### config.mk
export PLATFORM = sky130hd
export DESIGN_NAME = sine_voice_with_release_unit
export DESIGN_NICKNAME = d
export VERILOG_FILES = /design/src/rtl/svr_pkg.sv /design/src/rtl/sine_voice_with_release_unit.sv /design/src/rtl/svr_front.sv /design/src/rtl/svr_queue.sv /design/src/rtl/svr_back.sv
export SDC_FILE = /design/constraint.sdc
export NUM_CORES = 2
export LEC_CHECK = 0
export ABC_AREA = 1
export BUFFER_PORTS_ARGS = -buffer_cell sky130_fd_sc_hd__clkbuf_2
export CORE_MARGIN = 2
export CORE_UTILIZATION = 60
export CTS_BUF_LIST = sky130_fd_sc_hd__clkbuf_2 sky130_fd_sc_hd__clkbuf_4 sky130_fd_sc_hd__clkbuf_8
export DETAILED_ROUTE_END_ITERATION = 8
export HOLD_SLACK_MARGIN = 0.06
export PLACE_DENSITY_LB_ADDON = 0.08
export SETUP_SLACK_MARGIN = 0.5
export SLEW_MARGIN = 20
export SYNTH_ARGS = -nofsm -noshare
export SYNTH_HDL_FRONTEND = slang
export SYNTH_SLANG_ARGS = --single-unit
### constraint.sdc
create_clock -name i_clk -period 10.1 [get_ports i_clk]
set_input_delay 0.505 -clock i_clk [delete_from_list [all_inputs] [get_ports i_clk]]
set_output_delay 0.505 -clock i_clk [all_outputs]
set_load 0.05 [all_outputs]
### src/rtl/svr_pkg.sv
// Shared types, constants and the note frequency table for the sine voice.
package svr_pkg;

    localparam int NOTE_W        = 7;
    localparam int VEL_W         = 8;
    localparam int SEMI_W        = 4;
    localparam int OCT_W         = 4;
    localparam int RATE_W        = 18;
    localparam int LEVEL_W       = 16;
    localparam int GAIN_W        = 17;
    localparam int MAG_W         = 17;
    localparam int BASE_W        = 28;
    localparam int NUM_BITS      = 38;
    localparam int FREQ_SHIFT    = 24 + 5;
    localparam int NOTES_PER_OCT = 12;
    localparam int NUM_OCT       = 11;
    localparam int IN_DATA_W     = 16;
    localparam int CMD_W         = 2;

    localparam int Q_DEPTH = 2;
    localparam int Q_PTR_W = 1;
    localparam int Q_CNT_W = 2;

    localparam logic [RATE_W-1:0]  RATE_RESET = 18'd48000;
    localparam logic [13:0]        LEVEL_Q16  = 14'd9830;
    localparam logic [15:0]        DECAY_Q16  = 16'd64881;
    localparam logic [GAIN_W-1:0]  FLOOR_Q16  = 17'd3277;
    localparam logic [GAIN_W-1:0]  GAIN_ONE   = 17'd65536;
    localparam logic [MAG_W-1:0]   SIN_A      = 17'd102944;
    localparam logic [MAG_W-1:0]   SIN_B      = 17'd42047;
    localparam logic [MAG_W-1:0]   SIN_C      = 17'd4640;

    typedef enum logic [CMD_W-1:0] {
        K_TICK = 2'd0,
        K_ON   = 2'd1,
        K_OFF  = 2'd2
    } t_kind;

    typedef struct packed {
        t_kind               kind;
        logic [SEMI_W-1:0]   semi;
        logic [OCT_W-1:0]    oct;
        logic [VEL_W-1:0]    velocity;
        logic                allow_release;
    } t_cmd;

    typedef struct packed {
        logic idle;
        logic emitting;
    } t_bstat;

    // Lowest-octave note frequencies, Q24 Hz
    function automatic logic [BASE_W-1:0] base_freq(input logic [SEMI_W-1:0] semi);
        logic [BASE_W-1:0] f;
        case (semi)
            4'd0:    f = 28'd137167144;
            4'd1:    f = 28'd145323527;
            4'd2:    f = 28'd153964914;
            4'd3:    f = 28'd163120144;
            4'd4:    f = 28'd172819773;
            4'd5:    f = 28'd183096175;
            4'd6:    f = 28'd193983636;
            4'd7:    f = 28'd205518503;
            4'd8:    f = 28'd217739269;
            4'd9:    f = 28'd230686720;
            4'd10:   f = 28'd244404067;
            4'd11:   f = 28'd258937088;
            default: f = '0;
        endcase
        return f;
    endfunction

endpackage

### src/rtl/sine_voice_with_release_unit.sv
// Top level of the sine voice: input stage, command queue and voice engine.
//
// Input stream: tuser carries the command (tick, note on, note off; code 3 is dropped),
// tdata carries note, velocity and the release flag. Output stream: one item per tick,
// tdata is the signed sample, tuser the sounding flag. i_cfg_we writes the sample rate.
// Flow: the input stage registers an item, a two-entry queue buffers it, the engine
// runs it. A tick steps through S_SQ, S_P1, S_P2 and S_P3 (sine polynomial on the
// shared multiplier), then S_LVL, S_GAIN (gain chain), S_RND and S_EMIT; a silent
// voice goes straight to S_EMIT. A note-on runs the bit-serial phase step divider in
// S_DIV, then S_DFIN sets the step; a note-off is handled in S_IDLE.
// Up to three items can be held ahead of the engine, so the input keeps flowing while a
// result waits in the output register.
// Reset: synchronous, active low; voice idle, sample rate 48000, queue empty.
// When the output is stalled the engine holds in its final step; the queue then fills
// and s_axis_tready drops.
module sine_voice_with_release_unit #(
    parameter int PHASE_BITS      = 32,
    parameter int SINE_TABLE_BITS = 10,
    parameter int SAMPLE_BITS     = 16
) (
    input  logic                              i_clk,
    input  logic                              i_rst_n,
    input  logic                              s_axis_tvalid,
    output logic                              s_axis_tready,
    // note[6:0], velocity[14:7], allow_release[15]
    input  logic [svr_pkg::IN_DATA_W-1:0]     s_axis_tdata,
    // command[1:0]
    input  logic [svr_pkg::CMD_W-1:0]         s_axis_tuser,
    output logic                              m_axis_tvalid,
    input  logic                              m_axis_tready,
    // sample[SAMPLE_BITS-1:0], zero fill above
    output logic [((SAMPLE_BITS + 7) / 8) * 8 - 1:0] m_axis_tdata,
    // sounding[0]
    output logic [0:0]                        m_axis_tuser,
    input  logic                              i_cfg_we,
    input  logic [svr_pkg::RATE_W-1:0]        i_cfg_wdata
);
    import svr_pkg::*;

    localparam int OUT_W = ((SAMPLE_BITS + 7) / 8) * 8;

    logic                          w_push_valid;
    t_cmd                          w_push_data;
    logic                          w_push_ready;
    logic                          w_pop_valid;
    t_cmd                          w_pop_data;
    t_bstat                        w_bstat;
    logic signed [SAMPLE_BITS-1:0] w_sample;
    logic                          w_sounding;

    svr_front u_front (
        .i_clk        (i_clk),
        .i_rst_n      (i_rst_n),
        .i_tvalid     (s_axis_tvalid),
        .o_tready     (s_axis_tready),
        .i_tdata      (s_axis_tdata),
        .i_tuser      (s_axis_tuser),
        .o_push_valid (w_push_valid),
        .o_push_data  (w_push_data),
        .i_push_ready (w_push_ready)
    );

    svr_queue u_queue (
        .i_clk        (i_clk),
        .i_rst_n      (i_rst_n),
        .i_push_valid (w_push_valid),
        .i_push_data  (w_push_data),
        .o_push_ready (w_push_ready),
        .o_pop_valid  (w_pop_valid),
        .o_pop_data   (w_pop_data),
        .i_pop_ready  (w_bstat.idle)
    );

    svr_back #(
        .PHASE_BITS      (PHASE_BITS),
        .SINE_TABLE_BITS (SINE_TABLE_BITS),
        .SAMPLE_BITS     (SAMPLE_BITS)
    ) u_back (
        .i_clk       (i_clk),
        .i_rst_n     (i_rst_n),
        .i_cfg_we    (i_cfg_we),
        .i_cfg_wdata (i_cfg_wdata),
        .i_pop_valid (w_pop_valid),
        .i_pop_data  (w_pop_data),
        .o_stat      (w_bstat),
        .o_tvalid    (m_axis_tvalid),
        .i_tready    (m_axis_tready),
        .o_sample    (w_sample),
        .o_sounding  (w_sounding)
    );

    assign m_axis_tdata = OUT_W'($unsigned(w_sample));
    assign m_axis_tuser = w_sounding;

    // a decoded item waiting on a full queue must not change or vanish
    a_front_hold: assert property (@(posedge i_clk) disable iff (!i_rst_n)
        (w_push_valid && !w_push_ready) |=> (w_push_valid && $stable(w_push_data)))
        else $error("front item changed while queue full");

    // new output items come only from the engine's final step
    a_out_from_emit: assert property (@(posedge i_clk) disable iff (!i_rst_n)
        $rose(m_axis_tvalid) |-> $past(w_bstat.emitting))
        else $error("output valid rose without an emit");

    // the engine takes a queued item only when one is there
    a_pop_nonempty: assert property (@(posedge i_clk) disable iff (!i_rst_n)
        (w_bstat.idle && !w_pop_valid) |=> !(w_bstat.emitting))
        else $error("engine left idle without a queued item");

endmodule

### src/rtl/svr_front.sv
// Input stage: takes items, decodes the command and splits the note into octave and semitone.
module svr_front (
    input  logic                          i_clk,
    input  logic                          i_rst_n,
    input  logic                          i_tvalid,
    output logic                          o_tready,
    input  logic [svr_pkg::IN_DATA_W-1:0] i_tdata,
    input  logic [svr_pkg::CMD_W-1:0]     i_tuser,
    output logic                          o_push_valid,
    output svr_pkg::t_cmd                 o_push_data,
    input  logic                          i_push_ready
);
    import svr_pkg::*;

    logic                r_valid, n_valid;
    t_cmd                r_cmd, n_cmd;
    logic [NOTE_W-1:0]   w_note;
    logic [OCT_W-1:0]    w_oct;
    logic [SEMI_W-1:0]   w_semi;
    logic                w_known;
    logic                w_accept;

    assign w_note   = i_tdata[NOTE_W-1:0];
    assign o_tready = !r_valid || i_push_ready;
    assign w_accept = i_tvalid && o_tready;

    always_comb begin
        w_oct = '0;
        for (int k = 1; k < NUM_OCT; k++) begin
            if (w_note >= NOTE_W'(NOTES_PER_OCT * k)) begin
                w_oct = OCT_W'(k);
            end
        end
        w_semi = SEMI_W'(w_note - NOTE_W'(NOTES_PER_OCT) * NOTE_W'(w_oct));
    end

    always_comb begin
        case (i_tuser)
            K_TICK, K_ON, K_OFF: w_known = 1'b1;
            default:             w_known = 1'b0;
        endcase
    end

    always_comb begin
        n_valid = r_valid && !i_push_ready;
        n_cmd   = r_cmd;
        if (w_accept) begin
            n_valid             = w_known;
            n_cmd.kind          = t_kind'(i_tuser);
            n_cmd.semi          = w_semi;
            n_cmd.oct           = w_oct;
            n_cmd.velocity      = i_tdata[NOTE_W +: VEL_W];
            n_cmd.allow_release = i_tdata[NOTE_W + VEL_W];
        end
    end

    always_ff @(posedge i_clk) begin
        if (!i_rst_n) begin
            r_valid <= 1'b0;
        end else begin
            r_valid <= n_valid;
        end
        r_cmd <= n_cmd;
    end

    assign o_push_valid = r_valid;
    assign o_push_data  = r_cmd;

endmodule

### src/rtl/svr_queue.sv
// Two-entry command queue between the input stage and the voice engine.
module svr_queue (
    input  logic          i_clk,
    input  logic          i_rst_n,
    input  logic          i_push_valid,
    input  svr_pkg::t_cmd i_push_data,
    output logic          o_push_ready,
    output logic          o_pop_valid,
    output svr_pkg::t_cmd o_pop_data,
    input  logic          i_pop_ready
);
    import svr_pkg::*;

    t_cmd                 r_mem [Q_DEPTH];
    logic [Q_PTR_W-1:0]   r_wr_ptr, n_wr_ptr;
    logic [Q_PTR_W-1:0]   r_rd_ptr, n_rd_ptr;
    logic [Q_CNT_W-1:0]   r_cnt, n_cnt;
    logic                 w_push, w_pop;

    assign o_push_ready = r_cnt != Q_CNT_W'(Q_DEPTH);
    assign o_pop_valid  = r_cnt != '0;
    assign o_pop_data   = r_mem[r_rd_ptr];
    assign w_push       = i_push_valid && o_push_ready;
    assign w_pop        = o_pop_valid && i_pop_ready;

    always_comb begin
        n_wr_ptr = w_push ? r_wr_ptr + 1'b1 : r_wr_ptr;
        n_rd_ptr = w_pop ? r_rd_ptr + 1'b1 : r_rd_ptr;
        n_cnt    = r_cnt;
        if (w_push && !w_pop) begin
            n_cnt = r_cnt + 1'b1;
        end else if (w_pop && !w_push) begin
            n_cnt = r_cnt - 1'b1;
        end
    end

    always_ff @(posedge i_clk) begin
        if (!i_rst_n) begin
            r_wr_ptr <= '0;
            r_rd_ptr <= '0;
            r_cnt    <= '0;
        end else begin
            r_wr_ptr <= n_wr_ptr;
            r_rd_ptr <= n_rd_ptr;
            r_cnt    <= n_cnt;
        end
        if (w_push) begin
            r_mem[r_wr_ptr] <= i_push_data;
        end
    end

endmodule

### src/rtl/svr_back.sv
// Voice engine: phase step divider, sine polynomial, gain chain, release and output register.
module svr_back #(
    parameter int PHASE_BITS      = 32,
    parameter int SINE_TABLE_BITS = 10,
    parameter int SAMPLE_BITS     = 16
) (
    input  logic                       i_clk,
    input  logic                       i_rst_n,
    input  logic                       i_cfg_we,
    input  logic [svr_pkg::RATE_W-1:0] i_cfg_wdata,
    input  logic                       i_pop_valid,
    input  svr_pkg::t_cmd              i_pop_data,
    output svr_pkg::t_bstat            o_stat,
    output logic                       o_tvalid,
    input  logic                       i_tready,
    output logic signed [SAMPLE_BITS-1:0] o_sample,
    output logic                       o_sounding
);
    import svr_pkg::*;

    localparam int DEN_W   = RATE_W + FREQ_SHIFT;
    localparam int CNT_W   = $clog2(NUM_BITS + PHASE_BITS + 1);
    localparam int QB      = SINE_TABLE_BITS - 2;
    localparam int ZSH     = 16 - QB;
    localparam int MUL_W   = 2 * MAG_W;
    localparam int PROD1_W = MAG_W + LEVEL_W;
    localparam int PROD_W  = PROD1_W + GAIN_W;
    localparam int SH      = 49 - SAMPLE_BITS;
    localparam int RND_W   = PROD_W - SH + 1;
    localparam logic [QB:0]       QUARTER = (QB + 1)'(1 << QB);
    localparam logic [RND_W-1:0]  HI_POS  = RND_W'((1 << (SAMPLE_BITS - 1)) - 1);
    localparam logic [RND_W-1:0]  HI_NEG  = RND_W'(1 << (SAMPLE_BITS - 1));
    localparam logic [SAMPLE_BITS-1:0] SAT_POS = SAMPLE_BITS'((1 << (SAMPLE_BITS - 1)) - 1);
    localparam logic [SAMPLE_BITS-1:0] SAT_NEG = SAMPLE_BITS'(1 << (SAMPLE_BITS - 1));

    typedef enum logic [10:0] {
        S_IDLE = 11'b00000000001,
        S_DIV  = 11'b00000000010,
        S_DFIN = 11'b00000000100,
        S_SQ   = 11'b00000001000,
        S_P1   = 11'b00000010000,
        S_P2   = 11'b00000100000,
        S_P3   = 11'b00001000000,
        S_LVL  = 11'b00010000000,
        S_GAIN = 11'b00100000000,
        S_RND  = 11'b01000000000,
        S_EMIT = 11'b10000000000
    } t_state;

    t_state                   r_state, n_state;
    logic [RATE_W-1:0]        r_rate;
    logic [PHASE_BITS-1:0]    r_phase, n_phase;
    logic [PHASE_BITS-1:0]    r_step, n_step;
    logic [LEVEL_W-1:0]       r_level, n_level;
    logic [GAIN_W-1:0]        r_gain, n_gain;
    logic                     r_silent, n_silent;
    logic                     r_neg, n_neg;
    logic [MAG_W-1:0]         r_z, n_z;
    logic [MAG_W-1:0]         r_z2, n_z2;
    logic [MAG_W-1:0]         r_t, n_t;
    logic [GAIN_W-1:0]        r_gdec, n_gdec;
    logic [PROD1_W-1:0]       r_prod1, n_prod1;
    logic [PROD_W-1:0]        r_prod2, n_prod2;
    logic [RND_W-1:0]         r_rnd, n_rnd;
    logic [NUM_BITS-1:0]      r_num, n_num;
    logic [DEN_W-1:0]         r_rem, n_rem;
    logic [PHASE_BITS-1:0]    r_q, n_q;
    logic                     r_sat, n_sat;
    logic [CNT_W-1:0]         r_cnt, n_cnt;
    logic                     r_out_valid, n_out_valid;
    logic [SAMPLE_BITS-1:0]   r_out_sample, n_out_sample;
    logic                     r_out_sounding, n_out_sounding;

    logic [SINE_TABLE_BITS-1:0] w_idx;
    logic [1:0]               w_quad;
    logic [QB:0]              w_j, w_jj;
    logic [MAG_W-1:0]         w_z;
    logic [MAG_W-1:0]         w_mul_a, w_mul_b;
    logic [MUL_W-1:0]         w_mul;
    logic [MAG_W-1:0]         w_mul_hi;
    logic [GAIN_W+15:0]       w_gd;
    logic [LEVEL_W+VEL_W-1:0] w_lv;
    logic [GAIN_W-1:0]        w_gsel;
    logic [PROD_W:0]          w_rsum;
    logic [RATE_W-1:0]        w_rate_nz;
    logic [DEN_W-1:0]         w_den;
    logic                     w_bit;
    logic [DEN_W:0]           w_rsh;
    logic                     w_ge;
    logic                     w_out_free;
    logic                     w_stop;

    // quarter-wave argument from the top phase bits
    assign w_idx  = r_phase[PHASE_BITS-1 -: SINE_TABLE_BITS];
    assign w_quad = w_idx[SINE_TABLE_BITS-1 -: 2];
    assign w_j    = {1'b0, w_idx[QB-1:0]};
    assign w_jj   = w_quad[0] ? QUARTER - w_j : w_j;
    assign w_z    = MAG_W'(w_jj) << ZSH;

    // shared multiplier for the sine polynomial
    always_comb begin
        case (r_state)
            S_SQ: begin
                w_mul_a = r_z;
                w_mul_b = r_z;
            end
            S_P1: begin
                w_mul_a = SIN_C;
                w_mul_b = r_z2;
            end
            S_P2: begin
                w_mul_a = r_t;
                w_mul_b = r_z2;
            end
            default: begin
                w_mul_a = r_t;
                w_mul_b = r_z;
            end
        endcase
    end
    assign w_mul    = MUL_W'(w_mul_a) * MUL_W'(w_mul_b);
    assign w_mul_hi = w_mul[16 +: MAG_W];

    assign w_gd   = (GAIN_W + 16)'(r_gain) * (GAIN_W + 16)'(DECAY_Q16);
    assign w_lv   = (LEVEL_W + VEL_W)'(LEVEL_Q16) * (LEVEL_W + VEL_W)'(i_pop_data.velocity);
    assign w_gsel = (r_gain == '0) ? GAIN_ONE : r_gain;
    assign w_rsum = (PROD_W + 1)'(r_prod2) + ((PROD_W + 1)'(1) << (SH - 1));

    // restoring divider, one quotient bit per cycle
    assign w_rate_nz = (r_rate == '0) ? RATE_W'(1) : r_rate;
    assign w_den     = DEN_W'(w_rate_nz) << FREQ_SHIFT;
    assign w_bit     = (r_cnt > CNT_W'(PHASE_BITS)) ? r_num[NUM_BITS-1] : 1'b0;
    assign w_rsh     = {r_rem, w_bit};
    assign w_ge      = w_rsh >= {1'b0, w_den};

    assign w_out_free = !r_out_valid || i_tready;
    assign w_stop     = (r_gain != '0) && (r_gdec < FLOOR_Q16);

    always_comb begin
        n_state        = r_state;
        n_phase        = r_phase;
        n_step         = r_step;
        n_level        = r_level;
        n_gain         = r_gain;
        n_silent       = r_silent;
        n_neg          = r_neg;
        n_z            = r_z;
        n_z2           = r_z2;
        n_t            = r_t;
        n_gdec         = r_gdec;
        n_prod1        = r_prod1;
        n_prod2        = r_prod2;
        n_rnd          = r_rnd;
        n_num          = r_num;
        n_rem          = r_rem;
        n_q            = r_q;
        n_sat          = r_sat;
        n_cnt          = r_cnt;
        n_out_valid    = r_out_valid && !i_tready;
        n_out_sample   = r_out_sample;
        n_out_sounding = r_out_sounding;

        case (r_state)
            S_IDLE: begin
                if (i_pop_valid) begin
                    case (i_pop_data.kind)
                        K_ON: begin
                            n_phase = '0;
                            n_gain  = '0;
                            n_level = w_lv[7 +: LEVEL_W];
                            n_num   = NUM_BITS'(base_freq(i_pop_data.semi)) << i_pop_data.oct;
                            n_rem   = '0;
                            n_q     = '0;
                            n_sat   = 1'b0;
                            n_cnt   = CNT_W'(NUM_BITS + PHASE_BITS);
                            n_state = S_DIV;
                        end
                        K_OFF: begin
                            if (i_pop_data.allow_release) begin
                                if (r_gain == '0) begin
                                    n_gain = GAIN_ONE;
                                end
                            end else begin
                                n_step = '0;
                            end
                        end
                        K_TICK: begin
                            n_silent = r_step == '0;
                            n_z      = w_z;
                            n_neg    = w_quad[1];
                            n_state  = (r_step == '0) ? S_EMIT : S_SQ;
                        end
                        default: begin
                        end
                    endcase
                end
            end
            S_DIV: begin
                n_num = r_num << 1;
                n_rem = w_ge ? DEN_W'(w_rsh - {1'b0, w_den}) : DEN_W'(w_rsh);
                n_q   = {r_q[PHASE_BITS-2:0], w_ge};
                if (w_ge && (r_cnt > CNT_W'(PHASE_BITS))) begin
                    n_sat = 1'b1;
                end
                n_cnt = r_cnt - 1'b1;
                if (r_cnt == CNT_W'(1)) begin
                    n_state = S_DFIN;
                end
            end
            S_DFIN: begin
                if (r_sat) begin
                    n_step = '1;
                end else if (r_q == '0) begin
                    n_step = PHASE_BITS'(1);
                end else begin
                    n_step = r_q;
                end
                n_state = S_IDLE;
            end
            S_SQ: begin
                n_z2    = w_mul_hi;
                n_state = S_P1;
            end
            S_P1: begin
                n_t     = SIN_B - w_mul_hi;
                n_state = S_P2;
            end
            S_P2: begin
                n_t     = SIN_A - w_mul_hi;
                n_state = S_P3;
            end
            S_P3: begin
                n_t     = w_mul_hi;
                n_state = S_LVL;
            end
            S_LVL: begin
                n_prod1 = PROD1_W'(r_t) * PROD1_W'(r_level);
                n_gdec  = w_gd[16 +: GAIN_W];
                n_state = S_GAIN;
            end
            S_GAIN: begin
                n_prod2 = PROD_W'(r_prod1) * PROD_W'(w_gsel);
                n_state = S_RND;
            end
            S_RND: begin
                n_rnd   = w_rsum[PROD_W:SH];
                n_state = S_EMIT;
            end
            S_EMIT: begin
                if (w_out_free) begin
                    n_out_valid = 1'b1;
                    if (r_silent) begin
                        n_out_sample   = '0;
                        n_out_sounding = 1'b0;
                    end else begin
                        if (r_neg) begin
                            n_out_sample = (r_rnd > HI_NEG) ? SAT_NEG
                                         : SAMPLE_BITS'(-r_rnd[SAMPLE_BITS-1:0]);
                        end else begin
                            n_out_sample = (r_rnd > HI_POS) ? SAT_POS
                                         : r_rnd[SAMPLE_BITS-1:0];
                        end
                        n_phase        = r_phase + r_step;
                        n_out_sounding = !w_stop;
                        if (w_stop) begin
                            n_step = '0;
                            n_gain = '0;
                        end else if (r_gain != '0) begin
                            n_gain = r_gdec;
                        end
                    end
                    n_state = S_IDLE;
                end
            end
            default: begin
                n_state = S_IDLE;
            end
        endcase
    end

    always_ff @(posedge i_clk) begin
        if (!i_rst_n) begin
            r_state     <= S_IDLE;
            r_rate      <= RATE_RESET;
            r_phase     <= '0;
            r_step      <= '0;
            r_level     <= '0;
            r_gain      <= '0;
            r_out_valid <= 1'b0;
        end else begin
            r_state     <= n_state;
            r_rate      <= i_cfg_we ? i_cfg_wdata : r_rate;
            r_phase     <= n_phase;
            r_step      <= n_step;
            r_level     <= n_level;
            r_gain      <= n_gain;
            r_out_valid <= n_out_valid;
        end
        r_silent       <= n_silent;
        r_neg          <= n_neg;
        r_z            <= n_z;
        r_z2           <= n_z2;
        r_t            <= n_t;
        r_gdec         <= n_gdec;
        r_prod1        <= n_prod1;
        r_prod2        <= n_prod2;
        r_rnd          <= n_rnd;
        r_num          <= n_num;
        r_rem          <= n_rem;
        r_q            <= n_q;
        r_sat          <= n_sat;
        r_cnt          <= n_cnt;
        r_out_sample   <= n_out_sample;
        r_out_sounding <= n_out_sounding;
    end

    assign o_stat.idle     = r_state == S_IDLE;
    assign o_stat.emitting = (r_state == S_EMIT) && w_out_free;
    assign o_tvalid        = r_out_valid;
    assign o_sample        = r_out_sample;
    assign o_sounding      = r_out_sounding;

endmodule
==> metrics.yaml <==
syn_inst: 7674
std_cell_rows: 119
critPathMaxFanout: 13
cts_root_buf: "clkbuf_8"
async_flop_share_pct: 0
drive_above_1_share_pct: 5.08
synth_cell_types: 71
regToRegStartpoint: "u_back.r_state[10]"
post_cts_buffers: 0
ys_ff_latch: 461
grt_pass1_vias: 51700
cts_tree: "built"
area_growth_syn_to_layout_pct: 5.69
fin_tns_setup_ns: 0
hold_path.class: "in -> reg"
hp-start: "i_cfg_wdata[3]"
worstMarginPinSlew_ns: 1.21
regToRegSetupSlack_ns: 1.30
holdPathStages: 3
required_ns: 10.56
antenna_left: 0
dieArea_um2: 109000
numCtsBuffers: 84
drv_cap: 0
synthFlopType: "edfxtp_1"
hold_end: "u_back.r_rate[3]"
cp.arrival_ns: 9.26
insertion_delay_ns: 0.76
violations: "design-rule violations"
detail_route.wl_per_cell_um: 18.9
synth_edf_count: 329
status: "finished with violations"
cts_resized: 0
critical_path_class: "reg -> reg"
dpl_cell_area_um2: 65200
setup_viol: 0
slew_headroom_pct: 19.6
synthTopCellsByArea: "fa_1 31%, edfxtp_1 15%, ha_1 11%"
ff2ff_path_depth: 35
multi_input_area_um2: 43900
gp_congestion: 0.983
fin_util_pct: 63.9
antenna_found_initial: 2
hpwl_mm: 136
die_y_um: 330
final_max_slew_viol_count: 0
path_common_cell: "nand2_1"
clock-sinks: 461
syn_area_um2: 63800
num_vias: 50800
drc: 10
fp.coreArea_um2: 105000
yosysWarnings: 0
drt_iter0_drc: 3961
global_route.usage.total_pct: 32.7
nNetsFinal: 9208
synth_top_cell_by_area: "fa_1"
grt_pass1_wl_mm: 278
seq_area_frac_synth_pct: 19.6
initial_core_util_pct: 60.5
fin_crit_sh_pct: 87.1
cpPeakStageDelay_ns: 0.56
cp-end-kind: "register"
syn_avg_cell_area_um2: 8.31
synth_top_area_share_pct: 30.5
period_needed_ns: 8.80
start_kind: "register"
final_hold_viol_count: 0
rsz0062_at_grt: "no"
yosys-top-cells-count: "1,670 x nand2_1, 1,654 x inv_1, 972 x fa_1"
viasPerCell: 5.57
clk_pin_slew_ns: 0.06
fmax_mhz: 114
h-tree-depth: 3
first_pass_iters: 9
register_area_um2: 12500
die_w_um: 330
yosysMostFrequentCell: "nand2_1"
crit_slowest_cell: "a22oi_1"
grt_overflow_total: 0
grt_max_degree: 73
reg2reg_to: "u_back.r_t[16]"
clock_skew_ns: 0.0534
clock_path_buffers: 3
portBuffers: 59
ios: 60
totalWireLength_mm: 172
nFillCells: 9290
syn_nets: 9241
final_area_um2: 67400
==> what timing repair did <==
action,4_1_cts,5_1_grt
hold endpoints to repair,30,0
hold buffers,30,0
setup endpoints to repair,0,0
==> registers in the layout (all words and copies together), names as in the netlist, 19 cells and up, named ones only <==
register	count
u_back.r_q	32
u_queue.r_mem	38
u_back.r_rem	47
u_back.r_num	38
u_back.r_prod1	32
u_back.r_phase	32
u_back.r_step	32
u_front.o_push_data	19
==> worst max-delay path, delay by kind of cell (launching register included) <==
kind / cells / cell delay, ns
xor+xnor: 1 / 0.37
fa+ha+maj: 8 / 3.69
simple gates: 14 / 1.88
flops: 1 / 0.36
buf+inv: 6 / 0.87
compound gates: 6 / 1.31
==> cells by family after synthesis <==
logic type                 synth area share (%)
xor gates and xnor gates                   1.97
muxes                                    0.0942
AOI/OAI and AO/OA                          8.19
adders and majority gates                  41.4
and+or+nand+nor                            17.1
buffers and inverters                      11.6
DFF                                        19.6
==> metrics by stage <==
step	hold WS, ns	worst slack [ns]	std cells
2_1_floorplan	0.421	2.52	7674
3_3_place_gp	0.426	1.59	8916
3_5_place_dp	0.432	1.51	8916
4_1_cts	0.0657	1.42	9102
5_1_grt	0.111	0.859	9106
6_report	0.117	1.30	9108
==> cell usage in the layout, fill, tap and decap left out, types with 7 or more instances in the layout <==
cell type,instances
inv_2,19
xor2_1,92
clkbuf_2,59
nor2_2,16
clkbuf_8,95
nand3_1,175
nand3b_1,8
a21oi_1,330
o21ai_0,304
clkinv_2,9
o21a_1,15
o221ai_1,25
or2_2,18
buf_4,56
o21ai_1,21
ha_1,554
a21boi_0,7
o211ai_1,25
nand4_1,44
clkinv_1,30
inv_1,1651
nand2_2,7
a211oi_1,12
a211oi_2,30
edfxtp_1,329
nand2_1,1668
fa_1,972
o21ai_2,8
a22oi_1,15
xnor2_1,43
nor2_1,656
nor4_1,29
dfxtp_1,132
a31oi_1,40
a21o_1,7
clkbuf_4,28
dlygate4sd3_1,30
o21bai_1,19
nor3_1,48
==> per-layer routing <==
metal	global-route usage [%]	part of all wire [%]	vias up
li1	-	-	23600
met1	44.7	43	25000
met2	53.0	46	1829
met3	5.91	7.7	338
met4	10.4	3.3	0
met5	0	0	-
==> area by class of cell <==
| class | count | share of cell area (%) |
|---|---|---|
| multi-input combinational | 5256 | 65.1 |
| timing repair buffer | 145 | 1.51 |
| tap | 1391 | 2.58 |
| sequential | 461 | 18.6 |
| antenna | 6 | 0.0223 |
| clock inverter | 33 | 0.522 |
| clock buffer | 123 | 2.25 |
| inverter | 1693 | 9.44 |
==> worst max-delay path by stage <==
stage | startpoint | to | slack [ns] | depth (start not counted)
6_report | u_back.r_state[10] | u_back.r_t[16] | 1.30 | 35
5_1_grt | u_back.r_state[10] | u_back.r_t[16] | 0.86 | 35
4_1_cts | u_back.r_state[10] | u_back.r_t[16] | 1.42 | 35
3_5_place_dp | u_back.r_state[10] | u_back.r_t[16] | 1.51 | 35
3_3_place_gp | u_back.r_state[10] | u_back.r_t[16] | 1.59 | 35
2_1_floorplan | u_back.r_state[10] | u_back.r_t[16] | 2.52 | 37
Power is left out: the tool's default activity adds up to more than one toggle a clock period on the data nets, which glitch-free logic cannot reach.
